## config.mk

```make
export PLATFORM = sky130hd
export DESIGN_NAME = aabb_pairwise_overlap
export DESIGN_NICKNAME = d
export VERILOG_FILES = /design/src/hw/rtl/aabbpo_pkg.sv /design/src/hw/rtl/aabbpo_ram.sv /design/src/hw/rtl/aabbpo_hit_unit.sv /design/src/hw/rtl/aabb_pairwise_overlap.sv
export VERILOG_INCLUDE_DIRS = /design/src /design/src/hw/rtl
export SDC_FILE = /design/constraint.sdc
export NUM_CORES = 2
export LEC_CHECK = 0
export BUFFER_PORTS_ARGS = -buffer_cell sky130_fd_sc_hd__buf_2
export CELL_PAD_IN_SITES_DETAIL_PLACEMENT = 0
export CELL_PAD_IN_SITES_GLOBAL_PLACEMENT = 1
export CORE_UTILIZATION = 45
export CTS_CLUSTER_DIAMETER = 120
export DETAILED_ROUTE_END_ITERATION = 6
export GPL_TIMING_DRIVEN = 0
export MAX_ROUTING_LAYER = met4
export PLACE_DENSITY_LB_ADDON = 0.1
export SYNTH_ARGS = -nofsm -noshare
export SYNTH_HDL_FRONTEND = slang
export SYNTH_SLANG_ARGS = --single-unit
```

## constraint.sdc

```tcl
create_clock -name clk_i -period 4.2 [get_ports clk_i]
set_clock_uncertainty 0.15 [all_clocks]
set_input_delay 0.42 -clock clk_i [delete_from_list [all_inputs] [get_ports clk_i]]
set_output_delay 0.42 -clock clk_i [all_outputs]
set_load 0.02 [all_outputs]
```

## src/hw/rtl/aabb_pairwise_overlap_macros.svh

```systemverilog
// Assertion macros for the box overlap block
`ifndef AABB_PAIRWISE_OVERLAP_MACROS_SVH
`define AABB_PAIRWISE_OVERLAP_MACROS_SVH

`ifndef NO_ASSERTIONS

// Antecedent in this cycle implies consequent in the same cycle
`define AABBPO_ASSERT_SAME(label, clk, rst_n, ante, cons) \
  label: assert property (@(posedge clk) disable iff (!rst_n) (ante) |-> (cons)) \
    else $error("overlap block: same-cycle check failed");

// Antecedent in this cycle implies consequent in the next cycle
`define AABBPO_ASSERT_NEXT(label, clk, rst_n, ante, cons) \
  label: assert property (@(posedge clk) disable iff (!rst_n) (ante) |=> (cons)) \
    else $error("overlap block: next-cycle check failed");

`else

`define AABBPO_ASSERT_SAME(label, clk, rst_n, ante, cons)
`define AABBPO_ASSERT_NEXT(label, clk, rst_n, ante, cons)

`endif

`endif

```

## src/hw/rtl/aabbpo_pkg.sv

```systemverilog
// Shared constants for the box overlap block
package aabbpo_pkg;

  localparam int unsigned MaxBoxes   = 32;
  localparam int unsigned CoordBits  = 16;
  localparam int unsigned ExtBits    = 12;
  localparam int unsigned SlotBits   = 5;
  localparam int unsigned CountBits  = 6;
  localparam int unsigned MaskBits   = 32;

  localparam logic KindWrite = 1'b0;
  localparam logic KindQuery = 1'b1;

endpackage

```

## src/hw/rtl/aabbpo_ram.sv

```systemverilog
// Generic single-write, single-read RAM with registered read data
module aabbpo_ram #(
  parameter int unsigned WIDTH = 56,
  parameter int unsigned DEPTH = 32
) (
  input  logic                     clk_i,
  input  logic                     we_i,
  input  logic [$clog2(DEPTH)-1:0] waddr_i,
  input  logic [WIDTH-1:0]         wdata_i,
  input  logic [$clog2(DEPTH)-1:0] raddr_i,
  output logic [WIDTH-1:0]         rdata_o
);

  logic [WIDTH-1:0] mem_q [DEPTH];
  logic [WIDTH-1:0] rdata_q;

  always_ff @(posedge clk_i) begin
    if (we_i) begin
      mem_q[waddr_i] <= wdata_i;
    end
    rdata_q <= mem_q[raddr_i];
  end

  assign rdata_o = rdata_q;

endmodule

```

## src/hw/rtl/aabbpo_hit_unit.sv

```systemverilog
// Shared two-axis overlap test between the queried box and one stored box
module aabbpo_hit_unit #(
  parameter int unsigned COORD_BITS = aabbpo_pkg::CoordBits
) (
  input  logic [2*COORD_BITS+2*aabbpo_pkg::ExtBits-1:0] a_box_i,
  input  logic [2*COORD_BITS+2*aabbpo_pkg::ExtBits-1:0] b_box_i,
  output logic                                          hit_o
);

  localparam int unsigned EW = aabbpo_pkg::ExtBits;
  // Edge sums never wrap at this width
  localparam int unsigned SW = ((COORD_BITS > EW) ? COORD_BITS : EW + 1) + 1;

  logic signed [SW-1:0] ax, ay, bx, by;
  logic signed [SW-1:0] aw, ah, bw, bh;
  logic                 hit_x, hit_y;

  // Layout: {x, y, width, height}
  assign ax = SW'($signed(a_box_i[2*COORD_BITS+2*EW-1 -: COORD_BITS]));
  assign ay = SW'($signed(a_box_i[COORD_BITS+2*EW-1 -: COORD_BITS]));
  assign aw = $signed(SW'(a_box_i[2*EW-1 -: EW]));
  assign ah = $signed(SW'(a_box_i[EW-1:0]));
  assign bx = SW'($signed(b_box_i[2*COORD_BITS+2*EW-1 -: COORD_BITS]));
  assign by = SW'($signed(b_box_i[COORD_BITS+2*EW-1 -: COORD_BITS]));
  assign bw = $signed(SW'(b_box_i[2*EW-1 -: EW]));
  assign bh = $signed(SW'(b_box_i[EW-1:0]));

  // Start of one lies in [start, end) of the other
  assign hit_x = ((bx >= ax) && (bx < ax + aw)) || ((ax >= bx) && (ax < bx + bw));
  assign hit_y = ((by >= ay) && (by < ay + ah)) || ((ay >= by) && (ay < by + bh));
  assign hit_o = hit_x && hit_y;

endmodule

```

## src/hw/rtl/aabb_pairwise_overlap.sv

```systemverilog
// Box overlap table: sequencer, box RAM and shared overlap test
// Sequence: a write gives no result. A query with active slots holds its box in S_QLOAD,
//   scans min(active_count, MAX_BOXES, 32) slots in S_SCAN, then raises the registered done_o.
// Throughput: one RAM read port walks the table one slot per cycle; busy is high
//   while a query loads and scans, and the next item may start in the strobe cycle.
// Reset: rst_ni clears the sequencer and active_count; box contents are undefined
//   until written. The receiver cannot stall; done_o lasts exactly one cycle.
`include "aabb_pairwise_overlap_macros.svh"

module aabb_pairwise_overlap #(
  parameter int unsigned MAX_BOXES  = aabbpo_pkg::MaxBoxes,
  parameter int unsigned COORD_BITS = aabbpo_pkg::CoordBits
) (
  input  logic                                   clk_i,
  input  logic                                   rst_ni,
  // command channel
  input  logic                                   start,
  output logic                                   busy,
  input  logic                                   kind_i,
  input  logic [aabbpo_pkg::SlotBits-1:0]        slot_i,
  input  logic signed [COORD_BITS-1:0]           pos_x_i,
  input  logic signed [COORD_BITS-1:0]           pos_y_i,
  input  logic [aabbpo_pkg::ExtBits-1:0]         box_width_i,
  input  logic [aabbpo_pkg::ExtBits-1:0]         box_height_i,
  // result strobe
  output logic                                   done_o,
  output logic [aabbpo_pkg::MaskBits-1:0]        overlap_mask_o,
  // configuration write channel
  input  logic                                   cfg_valid_i,
  output logic                                   cfg_ready_o,
  input  logic [aabbpo_pkg::CountBits-1:0]       cfg_data_i
);

  localparam int unsigned BOX_W = 2*COORD_BITS + 2*aabbpo_pkg::ExtBits;
  localparam int unsigned AW    = (MAX_BOXES > 1) ? $clog2(MAX_BOXES) : 1;
  localparam int unsigned CW    = aabbpo_pkg::CountBits;
  localparam int unsigned IW    = aabbpo_pkg::SlotBits;
  localparam int unsigned MW    = aabbpo_pkg::MaskBits;
  // Slots that can take part: bounded by the table and the mask width
  localparam int unsigned LIMIT = (MAX_BOXES < MW) ? MAX_BOXES : MW;

  typedef enum logic [1:0] {
    S_IDLE,
    S_QLOAD,
    S_SCAN
  } state_e;

  state_e             state_q, state_d;
  logic [CW-1:0]      active_count_q;
  logic [CW-1:0]      count_q, count_d;
  logic [IW-1:0]      slot_q, slot_d;
  logic [IW-1:0]      idx_q, idx_d;
  logic [MW-1:0]      mask_q, mask_d;
  logic               done_q, done_d;
  logic [BOX_W-1:0]   qbox_q, qbox_d;

  logic               accept;
  logic               slot_ok;
  logic [CW-1:0]      count_clamped;
  logic               ram_we;
  logic [AW-1:0]      ram_raddr;
  logic [BOX_W-1:0]   ram_rdata;
  logic               hit;

  assign accept  = start && !busy;
  assign slot_ok = (32'(slot_i) < MAX_BOXES);
  assign count_clamped = (32'(active_count_q) > LIMIT) ? CW'(LIMIT) : active_count_q;

  // Writes go straight to the RAM in the transfer cycle
  assign ram_we = accept && (kind_i == aabbpo_pkg::KindWrite) && slot_ok;

  aabbpo_ram #(
    .WIDTH (BOX_W),
    .DEPTH (MAX_BOXES)
  ) u_box_ram (
    .clk_i   (clk_i),
    .we_i    (ram_we),
    .waddr_i (AW'(slot_i)),
    .wdata_i ({pos_x_i, pos_y_i, box_width_i, box_height_i}),
    .raddr_i (ram_raddr),
    .rdata_o (ram_rdata)
  );

  // Queried box against the entry whose read data is present this cycle
  aabbpo_hit_unit #(
    .COORD_BITS (COORD_BITS)
  ) u_hit (
    .a_box_i (qbox_q),
    .b_box_i (ram_rdata),
    .hit_o   (hit)
  );

  always_comb begin
    state_d   = state_q;
    count_d   = count_q;
    slot_d    = slot_q;
    idx_d     = idx_q;
    mask_d    = mask_q;
    qbox_d    = qbox_q;
    done_d    = 1'b0;
    ram_raddr = AW'(slot_i);

    case (state_q)
      S_IDLE: begin
        // Read the queried slot in the transfer cycle
        ram_raddr = AW'(slot_i);
        if (accept && (kind_i == aabbpo_pkg::KindQuery)) begin
          slot_d  = slot_i;
          count_d = count_clamped;
          idx_d   = '0;
          mask_d  = '0;
          if (!slot_ok || (count_clamped == '0)) begin
            // Nothing to scan: answer with an empty mask at once
            done_d = 1'b1;
          end else begin
            state_d = S_QLOAD;
          end
        end
      end
      S_QLOAD: begin
        // Hold the queried box and start the sweep at slot 0
        qbox_d    = ram_rdata;
        ram_raddr = '0;
        state_d   = S_SCAN;
      end
      S_SCAN: begin
        ram_raddr = AW'(idx_q + IW'(1));
        if (hit && (idx_q != slot_q)) begin
          mask_d = mask_q | (MW'(1) << idx_q);
        end
        if (CW'(idx_q) == count_q - CW'(1)) begin
          done_d  = 1'b1;
          state_d = S_IDLE;
        end else begin
          idx_d = idx_q + IW'(1);
        end
      end
      default: begin
        state_d = S_IDLE;
      end
    endcase
  end

  always_ff @(posedge clk_i or negedge rst_ni) begin
    if (!rst_ni) begin
      state_q <= S_IDLE;
      done_q  <= 1'b0;
      count_q <= '0;
      slot_q  <= '0;
      idx_q   <= '0;
      mask_q  <= '0;
    end else begin
      state_q <= state_d;
      done_q  <= done_d;
      count_q <= count_d;
      slot_q  <= slot_d;
      idx_q   <= idx_d;
      mask_q  <= mask_d;
    end
  end

  // Query box register carries payload only
  always_ff @(posedge clk_i) begin
    qbox_q <= qbox_d;
  end

  // Active slot count, written over its own channel
  always_ff @(posedge clk_i or negedge rst_ni) begin
    if (!rst_ni) begin
      active_count_q <= '0;
    end else if (cfg_valid_i && cfg_ready_o) begin
      active_count_q <= cfg_data_i;
    end
  end

  assign busy           = (state_q != S_IDLE);
  assign cfg_ready_o    = !busy;
  assign done_o         = done_q;
  assign overlap_mask_o = mask_q;

  // No strobe while the scan still runs
  `AABBPO_ASSERT_SAME(a_no_done_busy, clk_i, rst_ni, busy, !done_o)
  // A write transfer never causes a result
  `AABBPO_ASSERT_NEXT(a_write_silent, clk_i, rst_ni,
                      start && !busy && (kind_i == aabbpo_pkg::KindWrite), !done_o)
  // A query transfer either starts a scan or answers at once
  `AABBPO_ASSERT_NEXT(a_query_moves, clk_i, rst_ni,
                      start && !busy && (kind_i == aabbpo_pkg::KindQuery), busy || done_o)
  // The queried slot never reports itself
  `AABBPO_ASSERT_SAME(a_no_self, clk_i, rst_ni, done_o, !overlap_mask_o[slot_q])

endmodule
```

==> run summary <==
Outcome -> complete, but fails checks
Violated checks -> setup timing
Peak VDD IR -> 0.5506 mV
Final WL -> 207.1 mm
Synthesis-stage register bit count -> 1961
Slew of the pin with the lowest slew margin -> 1.117 ns
Vias/cell -> 5.713
Final std cells w/o fill -> 7303
Worst setup EP type -> flip-flop
Die height -> 420.8 µm
Post-synth top area cell -> edfxtp_1
Cell row count -> 153
Warnings, synthesis -> 0
Area of the multi-input gates -> 0.02051 mm²
Total power -> 63.80 mW
Initial DRC Count -> 4033
Via count -> 41720
Area after DPL -> 0.08395 mm²
Count of endpoints failing hold in the final timing report -> 0
Pwr Density -> 691.9 mW/mm²
Post-Synthesis Cells -> 4337
Synth-to-layout area growth -> 16.86%
Leak Pwr -> 31.23 nW
Starting Density -> 45.35%
Crit-path slowest cell -> edfxtp_1
Syn Nets -> 4568
Most frequent cells after synthesis -> edfxtp_1 (1848), nand2_1 (582), mux4_2 (448)
Setup violations, final -> 32
TritonCTS clock tree -> yes
Critical Path Source Type -> flip-flop
Crit-path max FO -> 7
Clock Path Buffers -> 3
DRC Markers -> 0
Cell count after placement -> 6833
FILL cells -> 13850
Share of layout cells above drive strength 1 -> 24.20%
Req. time, crit path -> 4.78 ns
Most numerous cell in the Yosys netlist -> edfxtp_1
Final nets -> 5033
Setup TNS Final -> -12.92 ns
Slew HR -> 25.56%
Detail Placement HPWL -> 139.8 mm
Max-cap violation count -> 0
Largest net degree at the start of global routing -> 58
Pre-antenna DRT Iters -> 5
CP peak stage delay -> 0.41 ns
Synth area leaders -> edfxtp_1 (70%), mux4_2 (13%), nand2_1 (2.8%)
WL/cell -> 28.35 µm
EDFF count, synth -> 1848
Mapped Area -> 0.07891 mm²
GP Congestion -> 0.8257
Num ports -> 107
Vias in the first global route -> 42490
Cts bufs inserted -> 202
Worst Hold Class -> in2async
CP Data Arrival Time -> 5.21 ns
Synth Flop Type -> edfxtp_1
Most used cell, CP -> o41ai_4
Die Wd -> 420.8 µm
Placeable Area -> 0.1740 mm²
Final critical-path required period -> 4.633 ns
ANT nets after route -> 0
Fmax -> 215.8 MHz
Antenna violations before repair -> 9
Port Buffers -> 105
Fraction of registers with async set or reset after synthesis -> 2.907%
Sequential Area -> 0.05806 mm²
Post-synth top area share -> 70.33%
RSZ-0062 raised after global routing -> yes
Global router's overall resource usage -> 24.54%
Clk slew on worst S/H paths -> 0.06 ns
Final Instance Area -> 0.09221 mm²
H-Tree Depth -> 4
Crit path kind -> reg2reg
Clock Latency Late Sink -> 0.84 ns
CP Cell Sequence -> ha_2 > inv_2 > fa_2 > nor2b_2 > o21ai_2 > a21boi_2 > o41ai_4 > o21ai_4 > o41ai_4 > nor3_2 > xnor2_1 > ha_1 > a21o_1 > a21oi_2 > nand2_1 > mux2i_4 > o22a_1 > a2111o_1 > o211ai_4 > buf_8 > o41ai_4
Sequential element share of the synthesized area -> 73.55%
First-pass GRT wire length -> 299.5 mm
Max-slew violations -> 0
Synth Area per Inst -> 18.19 µm²
Total gr overflow -> 0
Final Cycle Share -> 110.3%
CTS sink cnt -> 1961
Final Hold Slack -> 0.04881 ns
Unique masters post-synth -> 68
Final worst slack -> -0.4330 ns
Die outline area -> 0.1770 mm²
Root buffer cell -> clkbuf_16
where the power goes:
part           leakage (nW)  internal (mW)  total (mW)  switching, mW
clock                  3.22           10.2        17.8           7.56
sequential             17.9           22.2        23.2           1.01
combinational          10.1           9.06        22.7           13.7
total                  31.2           41.5        63.8           22.3
flip-flops by register name (all words and copies together) (netlist names):
signal	flops
qbox_q	56
state_q	2
slot_q	5
count_q	6
u_box_ram.mem_q	1792
done_o	1
active_count_q	6
u_box_ram.rdata_o	56
overlap_mask_o	32
idx_q	5
critical path: cells and delay by family, from the launching register on:
kind                       cells  cell delay (ns)
buffers and inverters          2             0.27
adders and majority gates      3             0.69
AOI/OAI and AO/OA             11             2.42
and+or+nand+nor                3             0.22
DFF                            1             0.41
xor gates and xnor gates       1             0.13
muxes                          1             0.23
per-stage QoR:
step	setup slack, ns	utilization (%)
3_5_place_dp	-1.583	48.24
6_report	-0.4330	52.99
5_1_grt	-0.7028	52.99
4_1_cts	-0.4903	52.81
3_3_place_gp	-3.994	47.34
2_1_floorplan	-0.2897	-
final cells by class:
class	count	area share (%)
sequential	1961	62.96
multi-input combinational	2092	22.25
clock buffer	262	6.066
tap	2325	3.155
timing repair buffer	262	2.962
buffer	212	1.220
clock inverter	111	1.081
inverter	71	0.2890
antenna	7	0.01900
kinds of logic (layout without fill, tap and decap cells):
| logic type | Yosys count | after routing | share of synthesized area, % |
|---|---|---|---|
| flops | 1961 | 1961 | 73.55 |
| simple gates | 1137 | 1137 | 6.341 |
| mux | 474 | 474 | 13.15 |
| buf+inv | 284 | 918 | 1.563 |
| compound gates | 255 | 255 | 2.087 |
| fa+ha+maj | 159 | 159 | 2.559 |
| xor+xnor | 67 | 67 | 0.7437 |
| other cells | 0 | 7 | 0 |
final timing paths:
kind / startpoint / to / slack [ns] / cells past startpoint
hold reg to reg: overlap_mask_o[16] / overlap_mask_o[16] / 0.32 / 2
setup / recovery: qbox_q[24] / overlap_mask_o[28] / -0.43 / 21
min in group clk_i: start / state_q[0] / 0.06 / 5
setup reg to reg: qbox_q[24] / overlap_mask_o[28] / -0.43 / 21
max in group asynchronous: rst_ni / overlap_mask_o[31] / 3.35 / 2
hold / removal: rst_ni / active_count_q[2] / 0.05 / 2
cell usage in the layout, fill, tap and decap left out, drive strengths merged, types with 71 or more instances in the layout:
cell            n
clkbuf        361
dlygate4sd3    71
clkinv         84
nand2         583
o21ai          93
mux4          448
inv            79
buf           304
ha            155
nand3         335
edfxtp       1848
nor2           90
what timing repair did:
action,in CTS,in global routing
setup endpoints to repair,88,72
cloned,3,0
gates resized for setup,132,78
pin swaps,62,18
hold buffers,71,0
setup buffers,11,7
hold endpoints to repair,1842,0
metal layers:
layer	vias up	wire [µm]	track usage (%)
met5	-	0	-
li1	18210	-	-
met1	21910	89310	33.49
met3	283	15240	5.305
met2	1326	97110	37.28
met4	0	5395	7.082
Power figures use the tool's default switching activity.
